===== src/rtl/core/stsolve_pkg.sv =====
// ----------------------------------------------------------------------------
// stsolve_pkg
// Shared types, constants and fixed-point helpers for the Toeplitz solver.
// ----------------------------------------------------------------------------
package stsolve_pkg;

	// data formats
	localparam int DATA_W    = 32;
	localparam int STORE_W   = 48;
	localparam int ACC_W     = 64;
	localparam int FRAC_BITS = 24;

	// status codes
	localparam logic STATUS_OK     = 1'b0;
	localparam logic STATUS_NOT_PD = 1'b1;

	localparam logic signed [ACC_W-1:0] ACC_MAX = {1'b0, {(ACC_W-1){1'b1}}};
	localparam logic signed [ACC_W-1:0] ACC_MIN = {1'b1, {(ACC_W-1){1'b0}}};

	typedef struct packed {
		logic signed [DATA_W-1:0] autocorr_value;
		logic signed [DATA_W-1:0] rhs_value;
		logic                     last_element;
	} in_beat_t;

	typedef struct packed {
		logic signed [DATA_W-1:0] solution_value;
		logic                     status;
		logic                     last_result;
	} out_beat_t;

	typedef struct packed {
		logic                    start;
		logic signed [ACC_W-1:0] a;
		logic signed [ACC_W-1:0] b;
	} mul_req_t;

	typedef struct packed {
		logic                    done;
		logic                    busy;
		logic signed [ACC_W-1:0] result;
	} mul_rsp_t;

	typedef struct packed {
		logic                    start;
		logic signed [ACC_W-1:0] num;
		logic signed [ACC_W-1:0] den;
		logic                    flip;
	} div_req_t;

	typedef struct packed {
		logic                    done;
		logic                    busy;
		logic signed [ACC_W-1:0] quot;
	} div_rsp_t;

	typedef enum logic [4:0] {
		ST_LOAD,
		ST_INIT_RD,
		ST_INIT,
		ST_X0_WAIT,
		ST_K_TOP,
		ST_R_INIT,
		ST_R_LOOP,
		ST_R_MUL,
		ST_R_WAIT,
		ST_RC_WAIT,
		ST_ERR_WAIT,
		ST_P_LOOP,
		ST_P_RDJ,
		ST_P_MUL1,
		ST_P_WAIT1,
		ST_P_WAIT2,
		ST_P_WRI,
		ST_MID_MUL,
		ST_MID_WAIT,
		ST_X_INIT,
		ST_X_SUM,
		ST_X_LOOP,
		ST_X_MUL,
		ST_X_WAIT,
		ST_XK_WAIT,
		ST_U_LOOP,
		ST_U_MUL,
		ST_U_WAIT,
		ST_OUT_RD,
		ST_OUT,
		ST_FAIL
	} state_t;

	// magnitude of a two's complement word
	function automatic logic [ACC_W-1:0] umag(input logic signed [ACC_W-1:0] x);
		return x[ACC_W-1] ? ACC_W'(-x) : ACC_W'(x);
	endfunction

	// signed value from a magnitude, saturated
	function automatic logic signed [ACC_W-1:0] from_mag(input logic [ACC_W-1:0] m,
			input logic neg);
		if (!neg) begin
			return m[ACC_W-1] ? ACC_MAX : $signed(m);
		end
		return m[ACC_W-1] ? ACC_MIN : -$signed(m);
	endfunction

	function automatic logic signed [ACC_W-1:0] sat_add(input logic signed [ACC_W-1:0] a,
			input logic signed [ACC_W-1:0] b);
		logic signed [ACC_W-1:0] s;
		s = a + b;
		if (a[ACC_W-1] == b[ACC_W-1] && s[ACC_W-1] != a[ACC_W-1]) begin
			return a[ACC_W-1] ? ACC_MIN : ACC_MAX;
		end
		return s;
	endfunction

	function automatic logic signed [ACC_W-1:0] sat_sub(input logic signed [ACC_W-1:0] a,
			input logic signed [ACC_W-1:0] b);
		logic signed [ACC_W-1:0] s;
		s = a - b;
		if (a[ACC_W-1] != b[ACC_W-1] && s[ACC_W-1] != a[ACC_W-1]) begin
			return a[ACC_W-1] ? ACC_MIN : ACC_MAX;
		end
		return s;
	endfunction

	// 64 to 48 bit saturation
	function automatic logic signed [STORE_W-1:0] sat_store(input logic signed [ACC_W-1:0] x);
		if (!x[ACC_W-1] && (|x[ACC_W-2:STORE_W-1])) begin
			return {1'b0, {(STORE_W-1){1'b1}}};
		end
		if (x[ACC_W-1] && !(&x[ACC_W-2:STORE_W-1])) begin
			return {1'b1, {(STORE_W-1){1'b0}}};
		end
		return x[STORE_W-1:0];
	endfunction

	// 48 bit to output width saturation
	function automatic logic signed [DATA_W-1:0] sat_data(input logic signed [STORE_W-1:0] x);
		if (!x[STORE_W-1] && (|x[STORE_W-2:DATA_W-1])) begin
			return {1'b0, {(DATA_W-1){1'b1}}};
		end
		if (x[STORE_W-1] && !(&x[STORE_W-2:DATA_W-1])) begin
			return {1'b1, {(DATA_W-1){1'b0}}};
		end
		return x[DATA_W-1:0];
	endfunction

	// saturated negation in 48 bits
	function automatic logic signed [STORE_W-1:0] neg_store(input logic signed [STORE_W-1:0] x);
		if (x == {1'b1, {(STORE_W-1){1'b0}}}) begin
			return {1'b0, {(STORE_W-1){1'b1}}};
		end
		return -x;
	endfunction

	function automatic logic signed [ACC_W-1:0] ext_data(input logic signed [DATA_W-1:0] x);
		return {{(ACC_W-DATA_W){x[DATA_W-1]}}, x};
	endfunction

	function automatic logic signed [ACC_W-1:0] ext_store(input logic signed [STORE_W-1:0] x);
		return {{(ACC_W-STORE_W){x[STORE_W-1]}}, x};
	endfunction

endpackage


===== src/rtl/core/stsolve_mul.sv =====
// ----------------------------------------------------------------------------
// stsolve_mul
// Sequential 64x64 fixed-point multiplier, one 32x32 partial product a cycle,
// round to nearest on the fraction and saturate to 64 bits.
// ----------------------------------------------------------------------------
module stsolve_mul (
	input  logic                 clk,
	input  logic                 arst_n,
	input  stsolve_pkg::mul_req_t req,
	output stsolve_pkg::mul_rsp_t rsp
);
	import stsolve_pkg::*;

	localparam int          HALF_W  = ACC_W / 2;
	localparam int          PROD_W  = 2 * ACC_W;
	localparam logic [2:0]  STEP_FIN = 3'd4;

	logic               busy_q;
	logic               done_q;
	logic [2:0]         step_q;
	logic [ACC_W-1:0]   ma_q;
	logic [ACC_W-1:0]   mb_q;
	logic               neg_q;
	logic [PROD_W-1:0]  acc_q;
	logic signed [ACC_W-1:0] res_q;

	logic [HALF_W-1:0]  a_part;
	logic [HALF_W-1:0]  b_part;
	logic [ACC_W-1:0]   pp;
	logic [PROD_W-1:0]  pp_shift;
	logic [ACC_W-1:0]   mag;

	// partial product select
	always_comb begin
		a_part = step_q[0] ? ma_q[ACC_W-1:HALF_W] : ma_q[HALF_W-1:0];
		b_part = step_q[1] ? mb_q[ACC_W-1:HALF_W] : mb_q[HALF_W-1:0];
		pp     = ACC_W'(a_part) * ACC_W'(b_part);
		if (step_q[0] && step_q[1]) begin
			pp_shift = {pp, {ACC_W{1'b0}}};
		end else if (step_q[0] || step_q[1]) begin
			pp_shift = {{HALF_W{1'b0}}, pp, {HALF_W{1'b0}}};
		end else begin
			pp_shift = {{ACC_W{1'b0}}, pp};
		end
		mag = (|acc_q[PROD_W-1:ACC_W+FRAC_BITS]) ? {ACC_W{1'b1}}
			: acc_q[ACC_W+FRAC_BITS-1:FRAC_BITS];
	end

	// control
	always_ff @(posedge clk or negedge arst_n) begin
		if (!arst_n) begin
			busy_q <= 1'b0;
			done_q <= 1'b0;
			step_q <= '0;
		end else begin
			done_q <= 1'b0;
			if (req.start && !busy_q) begin
				busy_q <= 1'b1;
				step_q <= '0;
			end else if (busy_q) begin
				if (step_q == STEP_FIN) begin
					busy_q <= 1'b0;
					done_q <= 1'b1;
				end else begin
					step_q <= step_q + 3'd1;
				end
			end
		end
	end

	// datapath, rounding constant preloaded into the accumulator
	always_ff @(posedge clk) begin
		if (req.start && !busy_q) begin
			ma_q  <= umag(req.a);
			mb_q  <= umag(req.b);
			neg_q <= req.a[ACC_W-1] ^ req.b[ACC_W-1];
			acc_q <= PROD_W'(1) << (FRAC_BITS - 1);
		end else if (busy_q) begin
			if (step_q == STEP_FIN) begin
				res_q <= from_mag(mag, neg_q);
			end else begin
				acc_q <= acc_q + pp_shift;
			end
		end
	end

	assign rsp.done   = done_q;
	assign rsp.busy   = busy_q;
	assign rsp.result = res_q;

endmodule


===== config.mk =====
export PLATFORM = sky130hd
export DESIGN_NAME = stsolve_mul
export DESIGN_NICKNAME = d
export VERILOG_FILES = /design/src/rtl/core/stsolve_pkg.sv /design/src/rtl/core/stsolve_mul.sv
export SDC_FILE = /design/constraint.sdc
export NUM_CORES = 2
export LEC_CHECK = 0
export ABC_AREA = 1
export BUFFER_PORTS_ARGS = -buffer_cell sky130_fd_sc_hd__buf_2
export CORE_ASPECT_RATIO = 0.7
export CORE_UTILIZATION = 28
export CTS_BUF_LIST = sky130_fd_sc_hd__clkbuf_8
export CTS_CLUSTER_DIAMETER = 120
export DETAILED_ROUTE_END_ITERATION = 10
export GPL_ROUTABILITY_DRIVEN = 0
export MAX_ROUTING_LAYER = met4
export PLACE_DENSITY = 0.43
export SYNTH_ARGS = -nofsm -noshare
export SYNTH_HDL_FRONTEND = slang
export SYNTH_SLANG_ARGS = --single-unit
export TNS_END_PERCENT = 50

===== constraint.sdc =====
create_clock -name clk -period 9.5 [get_ports clk]
set_input_delay 1.9 -clock clk [delete_from_list [all_inputs] [get_ports clk]]
set_output_delay 1.9 -clock clk [all_outputs]
set_load 0.01 [all_outputs]

======== Yosys cells after proc, flatten, opt, wreduce, memory -nomap -nowiden ========
Cells that the tools add are included.
storage, ports and cells
  flip-flop bits (word level) ............. 326
  input port bits ......................... 131
  memory bits (read-only) ................. 0
  output and inout port bits .............. 66
  memories kept ........................... 0
  bits in latches ......................... 0
  RAM bits ................................ 0
cells by class
  $lt $le $gt $ge ......................... 0
  $mul .................................... 1
  reductions and logical operators ........ 9
  eq/ne operators ......................... 2
  add/subtract/negate cells ............... 5
  muxes and demuxes ....................... 24
  bitwise gates (word level) .............. 3
  div/mod/pow operators ................... 0
  shift-type cells ........................ 0
operator list
  cell                   count
  $mux W64               4
  $neg A64 Y64           3
  $mux W63               3
  $add A128 B128 Y128    1
  $mux W128              1
  $mux W96               1
  $mul A32 B32 Y64       1
  $mux W32               2
  $reduce_or A40 Y1      1
  $mux W1                10
  $mux W3                3
  $reduce_and A2 Y1      2
  $add A3 B1 Y3 const B  1
  $eq A3 B3 Y1 const B   1
  $reduce_and A3 Y1      1
  $logic_and A1 B1 Y1    2
  $ne A2 B2 Y1 const B   1
  $not A1 Y1             2
  $reduce_bool A2 Y1     1
  $logic_not A1 Y1       1
  $logic_or A1 B1 Y1     1
  $xor A1 B1 Y1          1

======== Longest topological paths before layout ========
  depth after elaboration ................. 5
  gate-level depth with buffers ........... 56
  mapped depth without buffers ............ 53

======== Least setup slack after synthesis ========
Ideal clock, no wire load.
  kind .................................... reg-to-reg
  start point ............................. register step_q[0]
  end point ............................... register acc_q[67]
  data arrival time ....................... 8.963 ns
  setup slack ............................. 0.482 ns
  path buffers ............................ 3
  cell stages (with the launch flop) ...... 43
  library setup time ...................... 0.056 ns
  cells stage by stage .................... dfrtp_1 -> inv_1 -> clkbuf_1 -> or2_2 -> o21ai_0 -> clkbuf_1 -> clkbuf_1 -> nor2_1 -> fa_1 -> inv_1 -> fa_1 -> inv_1 -> fa_1 -> inv_1 -> fa_1 -> inv_1 -> fa_1 -> fa_1 -> [... 7 more ...] -> nand3_1 -> o21ai_0 -> nand3_1 -> nand2_1 -> xor2_1 -> o21bai_1 -> ha_1 -> nand2_1 -> nor2_1 -> nand2_1 -> nor2_1 -> inv_1 -> nor3_1 -> nand4_1 -> a31o_2 -> nand3_1 -> nand2_1 -> inv_1
on the way
  longest elaborated chain between the ends .. 5
  elaborated cells between the ends (all ways) .. 10
  classes of those cells .................. add/sub: 1; mul: 1; eq/ne: 1; mux: 3; bitwise: 1; reduce/logical: 3
RTL lines
  element                   line               RTL
  start: declaration        stsolve_mul.sv:20  logic [2:0] step_q;
  start signal: assignment  stsolve_mul.sv:65  step_q <= step_q + 3'd1;
  $mux W32                  stsolve_mul.sv:35  a_part = step_q[0] ? ma_q[ACC_W-1:HALF_W] : ma_q[HALF_W-1:0];
  $mul A32 B32 Y64          stsolve_mul.sv:37  pp = ACC_W'(a_part) * ACC_W'(b_part);
  $mux W96                  stsolve_mul.sv:40  end else if (step_q[0] || step_q[1]) begin
  $mux W128                 stsolve_mul.sv:38  if (step_q[0] && step_q[1]) begin
  $add A128 B128 Y128       stsolve_mul.sv:82  acc_q <= acc_q + pp_shift;
  end signal: assignment    stsolve_mul.sv:77  acc_q <= PROD_W'(1) << (FRAC_BITS - 1);
  end signal: assignment    stsolve_mul.sv:82
  end: declaration          stsolve_mul.sv:24  logic [PROD_W-1:0] acc_q;
Parallel ways exist; a longest one is shown, timed or not.
A chain may end at the register's enable or synchronous reset.

======== Final worst setup path ========
  start point ............................. register step_q[0]
  end point ............................... register acc_q[70]
Same word-level chain as after synthesis.

==> flow_summary.json <==
{
  "status": "complete, but fails checks",
  "violations": "negative setup slack",
  "startpoint_type": "flip-flop",
  "ys_seq_area_frac": 0.1350,
  "maxCapViolCount": 0,
  "synth-warning-count": 0,
  "numPortBuffers": 196,
  "core-area_mm2": 0.2232,
  "setup_viol": 94,
  "die_w_um": 568.2,
  "cts_buffers": 69,
  "clock_path_buffers": 3,
  "finClkSkew_ns": 0.05258,
  "totalWireLength_um": 324000,
  "post_drt_wl_per_cell_um": 23.74,
  "path_class": "reg2reg",
  "grt_max_degree": 141,
  "antenna_found_initial": 11,
  "dr.pass1.iters": 8,
  "final_nets": 12064,
  "critPathRequiredTime_ns": 10.27,
  "layout.cells.most_common_list": "inv_1 (1648), buf_4 (1523), nand2_1 (1468)",
  "viasPerCell": 4.967,
  "fillers": 23194,
  "drive_gt1_frac": 0.3241,
  "ys_async_sr_fraction": 0.01534,
  "yosys_most_used_dff": "edfxtp_1",
  "hold_viol_final": 0,
  "antenna_left": 0,
  "insertion_delay_ns": 0.83,
  "cts-root-buf": "clkbuf_8",
  "ys_ff_latch": 326,
  "initial_core_util": 0.2816,
  "die_h_um": 398.3,
  "grtUsageMet2": 0.3530,
  "routed-via-count": 67791,
  "grt.met1_usage": 0.4292,
  "cts_tree": "built",
  "dieArea_mm2": 0.2263,
  "synthCells": 8867,
  "row_count": 145,
  "syn-num-nets": 10290,
  "maxSlewViolCount": 0,
  "endpoint_kind": "flip-flop",
  "final_common_cell": "inv_1",
  "rsz0062_at_grt": "yes",
  "dp_slack_ns": -1.465,
  "clock-sinks": 326,
  "fin_util": 0.4048,
  "max_freq_ghz": 0.1004,
  "syn_area_mm2": 0.06283,
  "area_growth_pct": 43.78,
  "synth_edf_count": 193,
  "ioPinCount": 197,
  "synth_area_leader_cell": "fa_1",
  "cp_max_fo": 12,
  "crit_arrival_ns": 10.73,
  "critical_path.max_stage_delay_ns": 0.65,
  "setup-tns-final_ns": -24.70,
  "grt-ovfl-total": 0,
  "first_global_vias": 64329,
  "crit_slowest_cell": "fa_2",
  "clkTransAtPathRegs_ns": 0.07,
  "drtIter0Drc": 7792,
  "worst_slew_pin_slew_ns": 1.138,
  "drc": 0,
  "finalCritPeriodShare": 1.049,
  "hp-class": "reg2reg",
  "min_period_ns": 9.962,
  "synth.avg_cell_area_um2": 7.086,
  "grt_pass1_wl_um": 453400,
  "grt_use_total": 0.2852,
  "cts-htree-levels": 3,
  "top_usage_layer": "met1",
  "synthTopCellsByArea": "fa_1 (29%), inv_1 (10%), nand2_1 (10%)",
  "yosysUniqueCellTypes": 54,
  "met3_usage": 0.1056,
  "synth_top_area_share": 0.2858,
  "relSlewSlack": 0.2417,
  "setup_ws_ns": -0.4624,
  "dpl.hpwl_um": 272100
}
-- cells in the mapped netlist, types with 8 or more instances --
master,count
dfxtp_1,128
nand3b_1,19
o21bai_1,56
nand4_1,75
a31oi_1,18
xor2_1,178
edfxtp_1,193
nand3_1,299
o21ai_0,358
o22ai_1,41
nor3_1,88
fa_1,897
o21a_1,16
a21o_1,24
nand3_2,13
buf_1,17
nor4_1,29
xnor2_1,74
nand2_1,1692
clkbuf_1,229
ha_1,395
a21boi_0,12
nor2_2,14
o211ai_1,10
or2_2,68
nor2_1,1634
inv_2,8
a21oi_1,395
clkinv_1,29
o21ai_1,55
inv_1,1742
-- sequential cells by signal, summed over array words and instances, names as in the netlist --
signal  count
busy_q      1
step_q      3
res_q      64
acc_q     128
ma_q       64
neg_q       1
done_q      1
mb_q       64
-- what timing repair did --
item	CTS	global route
hold buffers	0	0
setup buffers	125	145
gates cloned	5	6
pin swaps	163	356
setup endpoints to repair	104	109
resized for setup	969	913
-- stage by stage --
step,hold WS (ns),instance area (um^2),cells
floorplan,0.4325,62830,8867
global placement,0.4452,79170,13231
detailed placement,0.4497,79170,13231
CTS,0.4599,85420,13488
global route,0.4819,90330,13645
finish,0.4656,90340,13647
-- cell type report --
cell class / instances / area [um^2] / area share
Multi-Input combinational cell: 6504 / 53380 / 0.5909
Timing Repair Buffer: 1961 / 16580 / 0.1835
Sequential cell: 326 / 8486 / 0.09393
Inverter: 1779 / 6764 / 0.07487
Tap cell: 2940 / 3679 / 0.04072
Clock buffer: 78 / 1074 / 0.01188
Clock inverter: 50 / 350.3 / 0.003878
Antenna cell: 9 / 22.52 / 0.0002493
-- worst max-delay path: cells and delay by family (launching register included) --
| kind | cells | cell delay, ns |
|---|---|---|
| AOI/OAI and AO/OA | 10 | 1.47 |
| and+or+nand+nor | 11 | 0.94 |
| xor gates and xnor gates | 1 | 0.16 |
| buffers and inverters | 15 | 1.98 |
| DFF | 1 | 0.39 |
| adders and majority gates | 10 | 4.94 |
-- worst paths after layout --
| path | start | slack, ns | cells after the start | endpoint |
|---|---|---|---|---|
| max | step_q[0] | -0.46 | 47 | acc_q[70] |
| max reg2reg | step_q[0] | -0.46 | 47 | acc_q[70] |
| max in group asynchronous | arst_n | 8.16 | 1 | step_q[1] |
| min | step_q[2] | 0.47 | 1 | step_q[2] |
| min reg2reg | step_q[2] | 0.47 | 1 | step_q[2] |
| min in group asynchronous | arst_n | 1.01 | 1 | step_q[2] |
-- cell families (layout without fill, tap and decap cells) --
group / after synthesis / in the layout / share of synthesized area
DFF: 326 / 326 / 0.1350
other: 0 / 9 / 0
adders and majority gates: 1292 / 1292 / 0.3645
buffers and inverters: 2037 / 3868 / 0.1226
xor gates and xnor gates: 252 / 252 / 0.03513
AOI/OAI and AO/OA: 1003 / 1003 / 0.08673
and+or+nand+nor: 3957 / 3957 / 0.2560
-- metal layers --
layer | wire length [um] | vias to the layer above
met5 | 0 | -
met4 | 6273 | 0
met3 | 46620 | 319
met2 | 118600 | 3460
met1 | 152500 | 33260
li1 | - | 30752
Power is not shown: default switching activity piles up to over one toggle a cycle in this logic, so the estimate is an artifact.
