File: config.mk
export PLATFORM = sky130hd
export DESIGN_NAME = stsolve_div
export DESIGN_NICKNAME = d
export VERILOG_FILES = /design/src/rtl/core/stsolve_pkg.sv /design/src/rtl/core/stsolve_div.sv
export SDC_FILE = /design/constraint.sdc
export NUM_CORES = 1
export LEC_CHECK = 0
export ABC_AREA = 1
export BUFFER_PORTS_ARGS = -buffer_cell sky130_fd_sc_hd__buf_2
export CORE_ASPECT_RATIO = 1.1
export CORE_MARGIN = 2
export CORE_UTILIZATION = 50
export CTS_CLUSTER_SIZE = 40
export DETAILED_ROUTE_END_ITERATION = 10
export HOLD_SLACK_MARGIN = 0.12
export PLACE_DENSITY = 0.73
export SYNTH_ARGS = -nofsm -noshare
export SYNTH_HDL_FRONTEND = slang
export SYNTH_SLANG_ARGS = --single-unit
File: constraint.sdc
create_clock -name clk -period 4.1 [get_ports clk]
set_clock_uncertainty 0.05 [all_clocks]
set_input_delay 0.41 -clock clk [delete_from_list [all_inputs] [get_ports clk]]
set_output_delay 0.41 -clock clk [all_outputs]
set_load 0.02 [all_outputs]
File: src/rtl/core/stsolve_pkg.sv
// ----------------------------------------------------------------------------
// stsolve_pkg
// Shared types, constants and fixed-point helpers for the Toeplitz solver.
// ----------------------------------------------------------------------------
package stsolve_pkg;

	// data formats
	localparam int DATA_W    = 32;
	localparam int STORE_W   = 48;
	localparam int ACC_W     = 64;
	localparam int FRAC_BITS = 24;

	// status codes
	localparam logic STATUS_OK     = 1'b0;
	localparam logic STATUS_NOT_PD = 1'b1;

	localparam logic signed [ACC_W-1:0] ACC_MAX = {1'b0, {(ACC_W-1){1'b1}}};
	localparam logic signed [ACC_W-1:0] ACC_MIN = {1'b1, {(ACC_W-1){1'b0}}};

	typedef struct packed {
		logic signed [DATA_W-1:0] autocorr_value;
		logic signed [DATA_W-1:0] rhs_value;
		logic                     last_element;
	} in_beat_t;

	typedef struct packed {
		logic signed [DATA_W-1:0] solution_value;
		logic                     status;
		logic                     last_result;
	} out_beat_t;

	typedef struct packed {
		logic                    start;
		logic signed [ACC_W-1:0] a;
		logic signed [ACC_W-1:0] b;
	} mul_req_t;

	typedef struct packed {
		logic                    done;
		logic                    busy;
		logic signed [ACC_W-1:0] result;
	} mul_rsp_t;

	typedef struct packed {
		logic                    start;
		logic signed [ACC_W-1:0] num;
		logic signed [ACC_W-1:0] den;
		logic                    flip;
	} div_req_t;

	typedef struct packed {
		logic                    done;
		logic                    busy;
		logic signed [ACC_W-1:0] quot;
	} div_rsp_t;

	typedef enum logic [4:0] {
		ST_LOAD,
		ST_INIT_RD,
		ST_INIT,
		ST_X0_WAIT,
		ST_K_TOP,
		ST_R_INIT,
		ST_R_LOOP,
		ST_R_MUL,
		ST_R_WAIT,
		ST_RC_WAIT,
		ST_ERR_WAIT,
		ST_P_LOOP,
		ST_P_RDJ,
		ST_P_MUL1,
		ST_P_WAIT1,
		ST_P_WAIT2,
		ST_P_WRI,
		ST_MID_MUL,
		ST_MID_WAIT,
		ST_X_INIT,
		ST_X_SUM,
		ST_X_LOOP,
		ST_X_MUL,
		ST_X_WAIT,
		ST_XK_WAIT,
		ST_U_LOOP,
		ST_U_MUL,
		ST_U_WAIT,
		ST_OUT_RD,
		ST_OUT,
		ST_FAIL
	} state_t;

	// magnitude of a two's complement word
	function automatic logic [ACC_W-1:0] umag(input logic signed [ACC_W-1:0] x);
		return x[ACC_W-1] ? ACC_W'(-x) : ACC_W'(x);
	endfunction

	// signed value from a magnitude, saturated
	function automatic logic signed [ACC_W-1:0] from_mag(input logic [ACC_W-1:0] m,
			input logic neg);
		if (!neg) begin
			return m[ACC_W-1] ? ACC_MAX : $signed(m);
		end
		return m[ACC_W-1] ? ACC_MIN : -$signed(m);
	endfunction

	function automatic logic signed [ACC_W-1:0] sat_add(input logic signed [ACC_W-1:0] a,
			input logic signed [ACC_W-1:0] b);
		logic signed [ACC_W-1:0] s;
		s = a + b;
		if (a[ACC_W-1] == b[ACC_W-1] && s[ACC_W-1] != a[ACC_W-1]) begin
			return a[ACC_W-1] ? ACC_MIN : ACC_MAX;
		end
		return s;
	endfunction

	function automatic logic signed [ACC_W-1:0] sat_sub(input logic signed [ACC_W-1:0] a,
			input logic signed [ACC_W-1:0] b);
		logic signed [ACC_W-1:0] s;
		s = a - b;
		if (a[ACC_W-1] != b[ACC_W-1] && s[ACC_W-1] != a[ACC_W-1]) begin
			return a[ACC_W-1] ? ACC_MIN : ACC_MAX;
		end
		return s;
	endfunction

	// 64 to 48 bit saturation
	function automatic logic signed [STORE_W-1:0] sat_store(input logic signed [ACC_W-1:0] x);
		if (!x[ACC_W-1] && (|x[ACC_W-2:STORE_W-1])) begin
			return {1'b0, {(STORE_W-1){1'b1}}};
		end
		if (x[ACC_W-1] && !(&x[ACC_W-2:STORE_W-1])) begin
			return {1'b1, {(STORE_W-1){1'b0}}};
		end
		return x[STORE_W-1:0];
	endfunction

	// 48 bit to output width saturation
	function automatic logic signed [DATA_W-1:0] sat_data(input logic signed [STORE_W-1:0] x);
		if (!x[STORE_W-1] && (|x[STORE_W-2:DATA_W-1])) begin
			return {1'b0, {(DATA_W-1){1'b1}}};
		end
		if (x[STORE_W-1] && !(&x[STORE_W-2:DATA_W-1])) begin
			return {1'b1, {(DATA_W-1){1'b0}}};
		end
		return x[DATA_W-1:0];
	endfunction

	// saturated negation in 48 bits
	function automatic logic signed [STORE_W-1:0] neg_store(input logic signed [STORE_W-1:0] x);
		if (x == {1'b1, {(STORE_W-1){1'b0}}}) begin
			return {1'b0, {(STORE_W-1){1'b1}}};
		end
		return -x;
	endfunction

	function automatic logic signed [ACC_W-1:0] ext_data(input logic signed [DATA_W-1:0] x);
		return {{(ACC_W-DATA_W){x[DATA_W-1]}}, x};
	endfunction

	function automatic logic signed [ACC_W-1:0] ext_store(input logic signed [STORE_W-1:0] x);
		return {{(ACC_W-STORE_W){x[STORE_W-1]}}, x};
	endfunction

endpackage

File: src/rtl/core/stsolve_div.sv
// ----------------------------------------------------------------------------
// stsolve_div
// Restoring divider, one quotient bit a cycle: num * 2^24 / den, truncated,
// sign flip on request, saturated to 64 bits.
// ----------------------------------------------------------------------------
module stsolve_div (
	input  logic                 clk,
	input  logic                 arst_n,
	input  stsolve_pkg::div_req_t req,
	output stsolve_pkg::div_rsp_t rsp
);
	import stsolve_pkg::*;

	localparam int         DVD_W     = ACC_W + FRAC_BITS;
	localparam logic [6:0] LAST_STEP = 7'(DVD_W - 1);
	localparam logic [6:0] QUOT_TOP  = 7'(ACC_W);

	logic               busy_q;
	logic               fin_q;
	logic               done_q;
	logic [6:0]         cnt_q;
	logic [DVD_W-1:0]   dvd_q;
	logic [ACC_W-1:0]   r_q;
	logic [ACC_W-1:0]   q_q;
	logic [ACC_W-1:0]   d_q;
	logic               ovf_q;
	logic               neg_q;
	logic signed [ACC_W-1:0] res_q;

	logic [ACC_W-1:0]   r_shift;
	logic               ge;

	// trial subtract
	always_comb begin
		r_shift = {r_q[ACC_W-2:0], dvd_q[DVD_W-1]};
		ge      = r_shift >= d_q;
	end

	// control
	always_ff @(posedge clk or negedge arst_n) begin
		if (!arst_n) begin
			busy_q <= 1'b0;
			fin_q  <= 1'b0;
			done_q <= 1'b0;
			cnt_q  <= '0;
		end else begin
			done_q <= 1'b0;
			if (req.start && !busy_q) begin
				busy_q <= 1'b1;
				fin_q  <= 1'b0;
				cnt_q  <= LAST_STEP;
			end else if (busy_q) begin
				if (fin_q) begin
					busy_q <= 1'b0;
					fin_q  <= 1'b0;
					done_q <= 1'b1;
				end else if (cnt_q == '0) begin
					fin_q <= 1'b1;
				end else begin
					cnt_q <= cnt_q - 7'd1;
				end
			end
		end
	end

	// datapath
	always_ff @(posedge clk) begin
		if (req.start && !busy_q) begin
			dvd_q <= {umag(req.num), {FRAC_BITS{1'b0}}};
			r_q   <= '0;
			q_q   <= '0;
			d_q   <= req.den;
			ovf_q <= 1'b0;
			neg_q <= req.num[ACC_W-1] ^ req.flip;
		end else if (busy_q) begin
			if (fin_q) begin
				res_q <= from_mag(ovf_q ? {ACC_W{1'b1}} : q_q, neg_q);
			end else begin
				dvd_q <= {dvd_q[DVD_W-2:0], 1'b0};
				r_q   <= ge ? r_shift - d_q : r_shift;
				q_q   <= {q_q[ACC_W-2:0], ge};
				if (cnt_q >= QUOT_TOP && ge) begin
					ovf_q <= 1'b1;
				end
			end
		end
	end

	assign rsp.done = done_q;
	assign rsp.busy = busy_q;
	assign rsp.quot = res_q;

endmodule

Word level (Yosys, flattened, before mapping)

Cells that the tools add are included.
Widths: inputs -> output; s select.

Divide/modulo/power cells: 0
Equal/unequal tests: 2
Add/sub/neg operators: 4
Shift-type cells: 0
Bitwise logic cells: 3
$mul: 0
Order comparisons: 2
Multiplexer cells: 28
Reduce and logical (&&, ||, !) cells: 10

Operators by type and width:

| kind                | count |
|---|---|
| $mux 64             | 5 |
| $mux 88             | 3 |
| $neg 64->64         | 2 |
| $mux 63             | 2 |
| $ge 64x64->1        | 1 |
| $sub 63x63->63      | 1 |
| $mux 7              | 4 |
| $mux 1              | 14 |
| $reduce_and 3->1    | 3 |
| $ge 7x7->1 const B  | 1 |
| $logic_not 7->1     | 1 |
| $sub 7x1->7 const B | 1 |
| $ne 2x1->1 const B  | 2 |
| $reduce_and 2->1    | 2 |
| $logic_and 1x1->1   | 2 |
| $not 1->1           | 2 |
| $reduce_bool 2->1   | 1 |
| $logic_not 1->1     | 1 |
| $xor 1x1->1         | 1 |

Register bits after elaboration: 331
RAM bits: 0
Bits of input ports: 132
Output and inout port bits: 66
Latch bits: 0
Logic and storage cells: 60
Memories kept: 0
ROM bits: 0

Depth between registers and ports, before layout

Gate-level depths: netlist of the first run.

Word-level depth: 5
Mapped depth: 19
Depth with buffers taken out: 18

Worst setup path before layout of the first run

Ideal clock, no wire load.

Path type: input to register
From: input port req[129] (netlist bit)
To: register d_q[0] (enable)
Arrival: 2907 ps
Library setup time: 455 ps
Required time: 3595 ps
Buffers on the path: 2
Cell stages on the path: 4
Setup slack: 688 ps
Cell sequence: inv_1 nor2_1 clkbuf_1 clkbuf_1

Word-level cells in the longest chain between the ends: 1

RTL lines:

| element              | RTL line          | source |
|---|---|---|
| from (decl)          | stsolve_div.sv:9  | `input stsolve_pkg::div_req_t req,` |
| $logic_and 1x1->1    | stsolve_div.sv:68 | `if (req.start && !busy_q) begin` |
| to (signal assigned) | stsolve_div.sv:72 | `d_q <= req.den;` |
| to (decl)            | stsolve_div.sv:25 | `logic [ACC_W-1:0] d_q;` |

No other way between the ends.
A chain may end at the register's enable or synchronous reset.

Worst setup path in the final report of the first run

From: register dvd_q[87]
To: register r_q[40]

Word-level cells in the longest chain between the ends: 2
Elaborated cells between the ends (all ways): 3
Classes of those cells: add/sub: 1; order compare: 1; mux: 1

RTL lines:

| element                                               | RTL line                             | source |
|---|---|---|
| from (decl)                                           | stsolve_div.sv:22                    | `logic [DVD_W-1:0] dvd_q;` |
| from (signal assigned)                                | stsolve_div.sv:69                    | `dvd_q <= {umag(req.num), {FRAC_BITS{1'b0}}};` |
| from (signal assigned)                                | stsolve_div.sv:79                    | `dvd_q <= {dvd_q[DVD_W-2:0], 1'b0};` |
| $sub 63x63->63 / $ge 64x64->1 (equally long branches) | stsolve_div.sv:80, stsolve_div.sv:36 |  |
| $mux 63 *                                             | stsolve_div.sv:80                    | `r_q <= ge ? r_shift - d_q : r_shift;` |
| to (signal assigned)                                  | stsolve_div.sv:80                    |  |
| to (decl)                                             | stsolve_div.sv:23                    | `logic [ACC_W-1:0] r_q;` |

Mark *: on every way between the ends. The rest lies on a longest branch, timed or not.

==> results of run 1 <==
[logic make-up after synthesis]
kind of cell	after synthesis	share of synthesized area (%)
simple gates	1941	35.5
buf+inv	737	12.4
flops	331	37.5
compound gates	257	6.30
xor+xnor	117	4.46
fa+ha+maj	69	3.79
[per-stage QoR]
step           cell area (um2)  setup WS, ps  hold slack, ps
2_1_floorplan            23000           688            64.4
3_3_place_gp             24500           785             248
3_5_place_dp             24500           638             252
4_1_cts                  26500           599             135
5_1_grt                  26500           288             167
6_report                 26500           623             163
[critical path, cell delays in order (launching register included)]
cell and delay (ps):
edfxtp_1 360, inv_1 80, ha_1 140, inv_1 60, fa_1 430, nand3_1 110
nand3_1 170, nand2_1 130, nand2_2 90, nand2_1 90, nand2_2 80, nand2_1 100
nand3_2 90, nand2_4 320, nand2_2 470, buf_12 350, nand2_1 100, nand3_1 70
nand2_1 90
[Yosys cell counts (all sizes together)]
cell and count:
and3 2, edfxtp 193, nand3b 35, dfxtp 128, a21oi 63, o221ai 1
and2 2, nor3b 1, nor2 345, ha 68, or2 8, a21o 1
fa 1, buf 36, clkinv 2, nor3 53, o31ai 6, o21ai 101
xor2 91, o22ai 63, o21a 2, nand2 1173, clkbuf 57, nand3 261
nand2b 1, inv 642, a31oi 18, nor4 10, nand4 50, dfrtp 10
o21bai 2, xnor2 26
[cell type report]
| type | instances | area [um2] |
|---|---|---|
| diodes | 2 | 5.00 |
| clock buffers | 48 | 1120 |
| clock inverters | 22 | 290 |
| fillers | 4516 | 18900 |
| inverters | 644 | 2420 |
| multi-input cells | 2384 | 11500 |
| flip-flops and latches | 331 | 8610 |
| well taps | 588 | 736 |
| repair buffers | 283 | 1840 |
[per-layer routing]
layer,up-vias,wire length (um),global-route usage (%)
met5,-,0,0
met4,0,3570,14.9
met2,672,33300,51.2
met3,171,3690,3.35
li1,11277,-,-
met1,10049,30200,37.2
[path summary, 6_finish.rpt]
check,from,end,depth (start not counted)
max,dvd_q[87],r_q[40],18
min,req[65],dvd_q[24],3
max reg2reg,dvd_q[87],r_q[40],18
min reg2reg,r_q[62],r_q[62],2
max in group asynchronous,arst_n,cnt_q[6],2
min in group asynchronous,arst_n,done_q,2
[sequential cells by signal (all words and copies together) (netlist names)]
register,cells
fin_q,1
r_q,63
res_q,64
d_q,64
done_q,1
q_q,64
busy_q,1
dvd_q,64
cnt_q,7
neg_q,1
ovf_q,1
[where the power goes]
part           internal (W)  switching (W)  leakage, nW  total [W]
combinational       0.00322        0.00663         9.62    0.00985
clock               0.00229        0.00152        0.680    0.00382
sequential          0.00487       0.000575         3.04    0.00544
==> run metrics, run 1 <==
status=completed; Seq/Total Area, Yosys=37.5%; synthesized area=23000 um2; Inserted Clock Buffers=38; largest cells by area after synthesis=edfxtp_1 (25%), nand2_1 (19%), dfxtp_1 (11%), inv_1 (10%), nand3_1 (5.6%); Syn-to-layout area delta=15.6%; maximum VDD drop=0.611 mV; Final Hold Fails=0; Clock Latency Late Sink=580 ps; CP endpoint kind=flip-flop; setup_tns=0 ps; Tot GR Track Use=29.8%; Tcrit/Tclk final=84.8%; Max Fclk=288 MHz; worst path required time=4560 ps; Placed Cells incl. Taps=4163; 1st-pass router iterations=5; H-tree levels=2; Netlist cell types=51; cell taking the most area after synthesis=edfxtp_1; die span in y=229 um; setup violators final=0; Num Clock Sinks=331; first-pass GRT wire length=114000 um; Worst Path Arrival=3940 ps; Slew headroom=25.8%; DIE AREA=47700 um2; synthesized instance count=3452; worst slew pin tran=1110 ps; #FFs+latches synth=331; Cell Pwr Density=720 nW/um2; post-DP HPWL=53300 um; fin nets=3883; Boundary Pins=198; wirelength, routed=70800 um; Avg WL per Cell=16.5 um; Placeable Area=45500 um2; die width=208 um; CTS tree=done; post-CTS setup buffers=0; DRT antenna net count=0; pin count of the biggest net entering global routing=142; commonest non-fill, non-tap cell in the layout=nand2_1; Max Slew Vio Count=0; total of max-cap violations=0; overall power=0.0191 W; Max Root-Sink Buffers=3; commonest cells after routing, fill and taps aside=nand2_1 (1166), inv_1 (634), nor2_1 (326); Via Count=22169; Port Buf Inserts=197; Post-Layout Cell Count=4302; initial antenna violation count=1; Initial Utilization=50.5%; layout cells sized above 1=9.21%; DRT iter0 DRCs=1531; vias per cell=5.15; Worst setup SP type=flip-flop; post-cts resize count=0; clk slew on worst S/H paths=70 ps; Rows=82; grt total ovfl=0; CTS hold repair buffers=67; CP Max Fanout=37; min-delay worst type=input port to flip-flop; Clk Tree Root Cell=clkbuf_16; vias in the first global route=21864; warnings from Yosys=0; syn_nets=3653; reg-to-reg setup timing slack=620 ps; fin util=58.4%; crit path time final=3480 ps; type of the worst setup path=flip-flop to flip-flop; DRC=0; Synth top area share=25.2%; Static Leak=13.3 nW; routability congestion estimate=0.979; Syn Area/Cell=6.65 um2; RSZ-0062 raised after global routing=no
No activity file was read; power rests on OpenSTA's default activity.
==> run 2: changes to the inputs <==
- PLACE_DENSITY: 0.73 -> 0.75
- clock period: 4.1 -> 3.15 ns (I/O delays scaled with it)
==> run metrics, run 2 (same netlist as run 1, synthesis figures left out) <==
hold_sp=req[124]; Boundary Pins=198 (unchanged); Clk Tree Root Cell=clkbuf_16; H-tree levels=2 (unchanged); Final Hold Fails=0 (unchanged); commonest cells after routing, fill and taps aside=nand2_1 (1166), inv_1 (634), nor2_1 (326); Syn-to-layout area delta=16.1%; most used cell, CP=nand2_1; Post-Layout Cell Count=4327 (+0.58%); routability congestion estimate=1.02 (+4.6%); setup_tns=0 ps (unchanged); overall power=0.0244 W (+28%); total of max-cap violations=0 (unchanged); Switch Pwr=0.0111 W (+28%); switch share=45.7% (about the same); Worst setup SP type=flip-flop; type of the worst setup path=flip-flop to flip-flop; internal power=0.0133 W (+28%); maximum VDD drop=0.585 mV (-4.2%); Tot GR Track Use=28.8% (-1.0 points); vias per cell=5.12 (-0.55%); Cell Pwr Density=915 nW/um2 (+27%); Max Fclk=350 MHz (+22%); Tcrit/Tclk final=90.8% (+6.0 points); min-delay worst type=input port to flip-flop; reg-to-reg setup timing slack=290 ps (-330 ps); wirelength, routed=69000 um (-2.6%); Crit path largest cell delay=430 ps (-40 ps); 1st-pass router iterations=6 (+1); Avg WL per Cell=15.9 um (-3.1%); Comb pwr share=52.4% (+0.9 points); Hold Path Cell Cnt=4 (+1); die width=208 um (unchanged); DRT antenna net count=0 (unchanged); Hold Path Sink=dvd_q[83]; first-pass GRT wire length=110000 um (-3.1%); DRT iter0 DRCs=1835 (+20%); Placed Cells incl. Taps=4174 (+0.26%); Initial Utilization=50.5% (unchanged); Via Count=22175 (+0.027%); Num Clock Sinks=331 (unchanged); Slew headroom=32.3% (+6.5 points); Rows=82 (unchanged); reg2reg start=dvd_q[87]; Worst Path Arrival=3270 ps (-670 ps); worst slew pin tran=1010 ps (-97.9 ps); Clk network pwr share=18.7% (-1.3 points); status=completed; initial antenna violation count=2 (+1); Port Buf Inserts=197 (unchanged); share of power burned in registers=28.9% (+0.4 points); Buf+Inv Stages, Crit Path=4 (+1); DRC=0 (unchanged); Static Leak=13.4 nW (+0.51%); vias in the first global route=21232 (-2.9%); grt total ovfl=0 (unchanged); post-CTS setup buffers=0 (unchanged); fin nets=3909 (+0.67%); CTS tree=done; clk slew on worst S/H paths=60 ps (about the same); RSZ-0062 raised after global routing=no; worst path required time=3560 ps (-1000 ps); Placeable Area=45500 um2 (unchanged); pin count of the biggest net entering global routing=142 (unchanged); Crit-path slowest cell=fa_1; die span in y=229 um (unchanged); CP endpoint kind=flip-flop; DIE AREA=47700 um2 (unchanged); crit-path leading delay family=simple AND/OR/NAND/NOR gates; layout cells sized above 1=9.26% (+0.043 points); Cell Chain, Critical Path=inv_1 > ha_1 > inv_1 > fa_1 > nand3_1 > nand3_1 > nand2_1 > nand2_2 > nand2_1 > nand2_2 > nand2_1 > nand3_2 > nand2_4 > clkbuf_8 > nand3_1 > nand2_1 > inv_1 > nand2_1 > nand2_1; R2R cell count=19 (+1); Max Root-Sink Buffers=3 (unchanged); r2r endpoint=r_q[53]; Clock Latency Late Sink=580 ps (about the same); commonest non-fill, non-tap cell in the layout=nand2_1; crit path time final=2860 ps (-616 ps); Inserted Clock Buffers=38 (unchanged); setup violators final=0 (unchanged); CP Max Fanout=51 (+38%); Max Slew Vio Count=0 (unchanged); post-DP HPWL=52400 um (-1.7%)
[run 2: timing repair]
item / 4_1_cts / 5_1_grt
hold endpoints to repair: 90 / 0
resized for setup: 0 / 2
hold buffers: 82 / 0
setup endpoints to repair: 0 / 44
[run 2: power by group through the flow]
| stage | clock [W] | sequential [W] | combinational, W |
|---|---|---|---|
| 6_report | 0.00455 | 0.00705 | 0.0128 |
| 5_1_grt | 0.00478 | 0.00720 | 0.0145 |
| 4_1_cts | 0.00463 | 0.00705 | 0.0127 |
| 3_5_place_dp | 0 | 0.00711 | 0.0126 |
| 3_3_place_gp | 0 | 0.00709 | 0.0124 |
| 2_1_floorplan | 0 | 0.00696 | 0.00941 |
[run 2: through the flow]
stage               instance area, um2  worst slack [ps]  hold WS, ps  util [%]
floorplan                        23000               693        -30.6         -
global placement                 24500               293          157      54.0
detailed placement               24500               135          158      54.0
CTS                              26600               138          120      58.6
global route                     26700              1.39          142      58.7
finish                           26700               289          130      58.7
[run 2: layout make-up]
cell class | count | area [um2]
sequential | 331 | 8610
multi-input combinational | 2384 | 11500
timing repair buffer | 309 | 2090
clock buffer | 55 | 1120
clock inverter | 15 | 164
fill | 4471 | 18800
antenna | 1 | 2.50
tap | 588 | 736
inverter | 644 | 2420
[run 2: how the worst max path moves through the flow]
stage / from / to / depth (start not counted)
after floorplan: ovf_q / res_q[22] / 15
after global placement: dvd_q[87] / r_q[52] / 19
after detailed placement: dvd_q[87] / r_q[53] / 19
after CTS: dvd_q[87] / r_q[5] / 17
after global routing: dvd_q[87] / r_q[59] / 19
final: dvd_q[87] / r_q[53] / 19
[run 2: metal layers]
| layer | global-route usage [%] | part of all wire (%) | up-vias |
|---|---|---|---|
| met4 | 11.4 | 3.9 | 2 |
| met3 | 3.70 | 5.8 | 142 |
| met2 | 48.8 | 47 | 649 |
| met1 | 37.4 | 43 | 10056 |
| li1 | - | - | 11326 |
| met5 | 0 | 0.016 | - |
[run 2: worst min-delay path: cells and delay by family]
kind / cells / cell delay [ps]
and+or+nand+nor: 3 / 210
buffers and inverters: 1 / 120
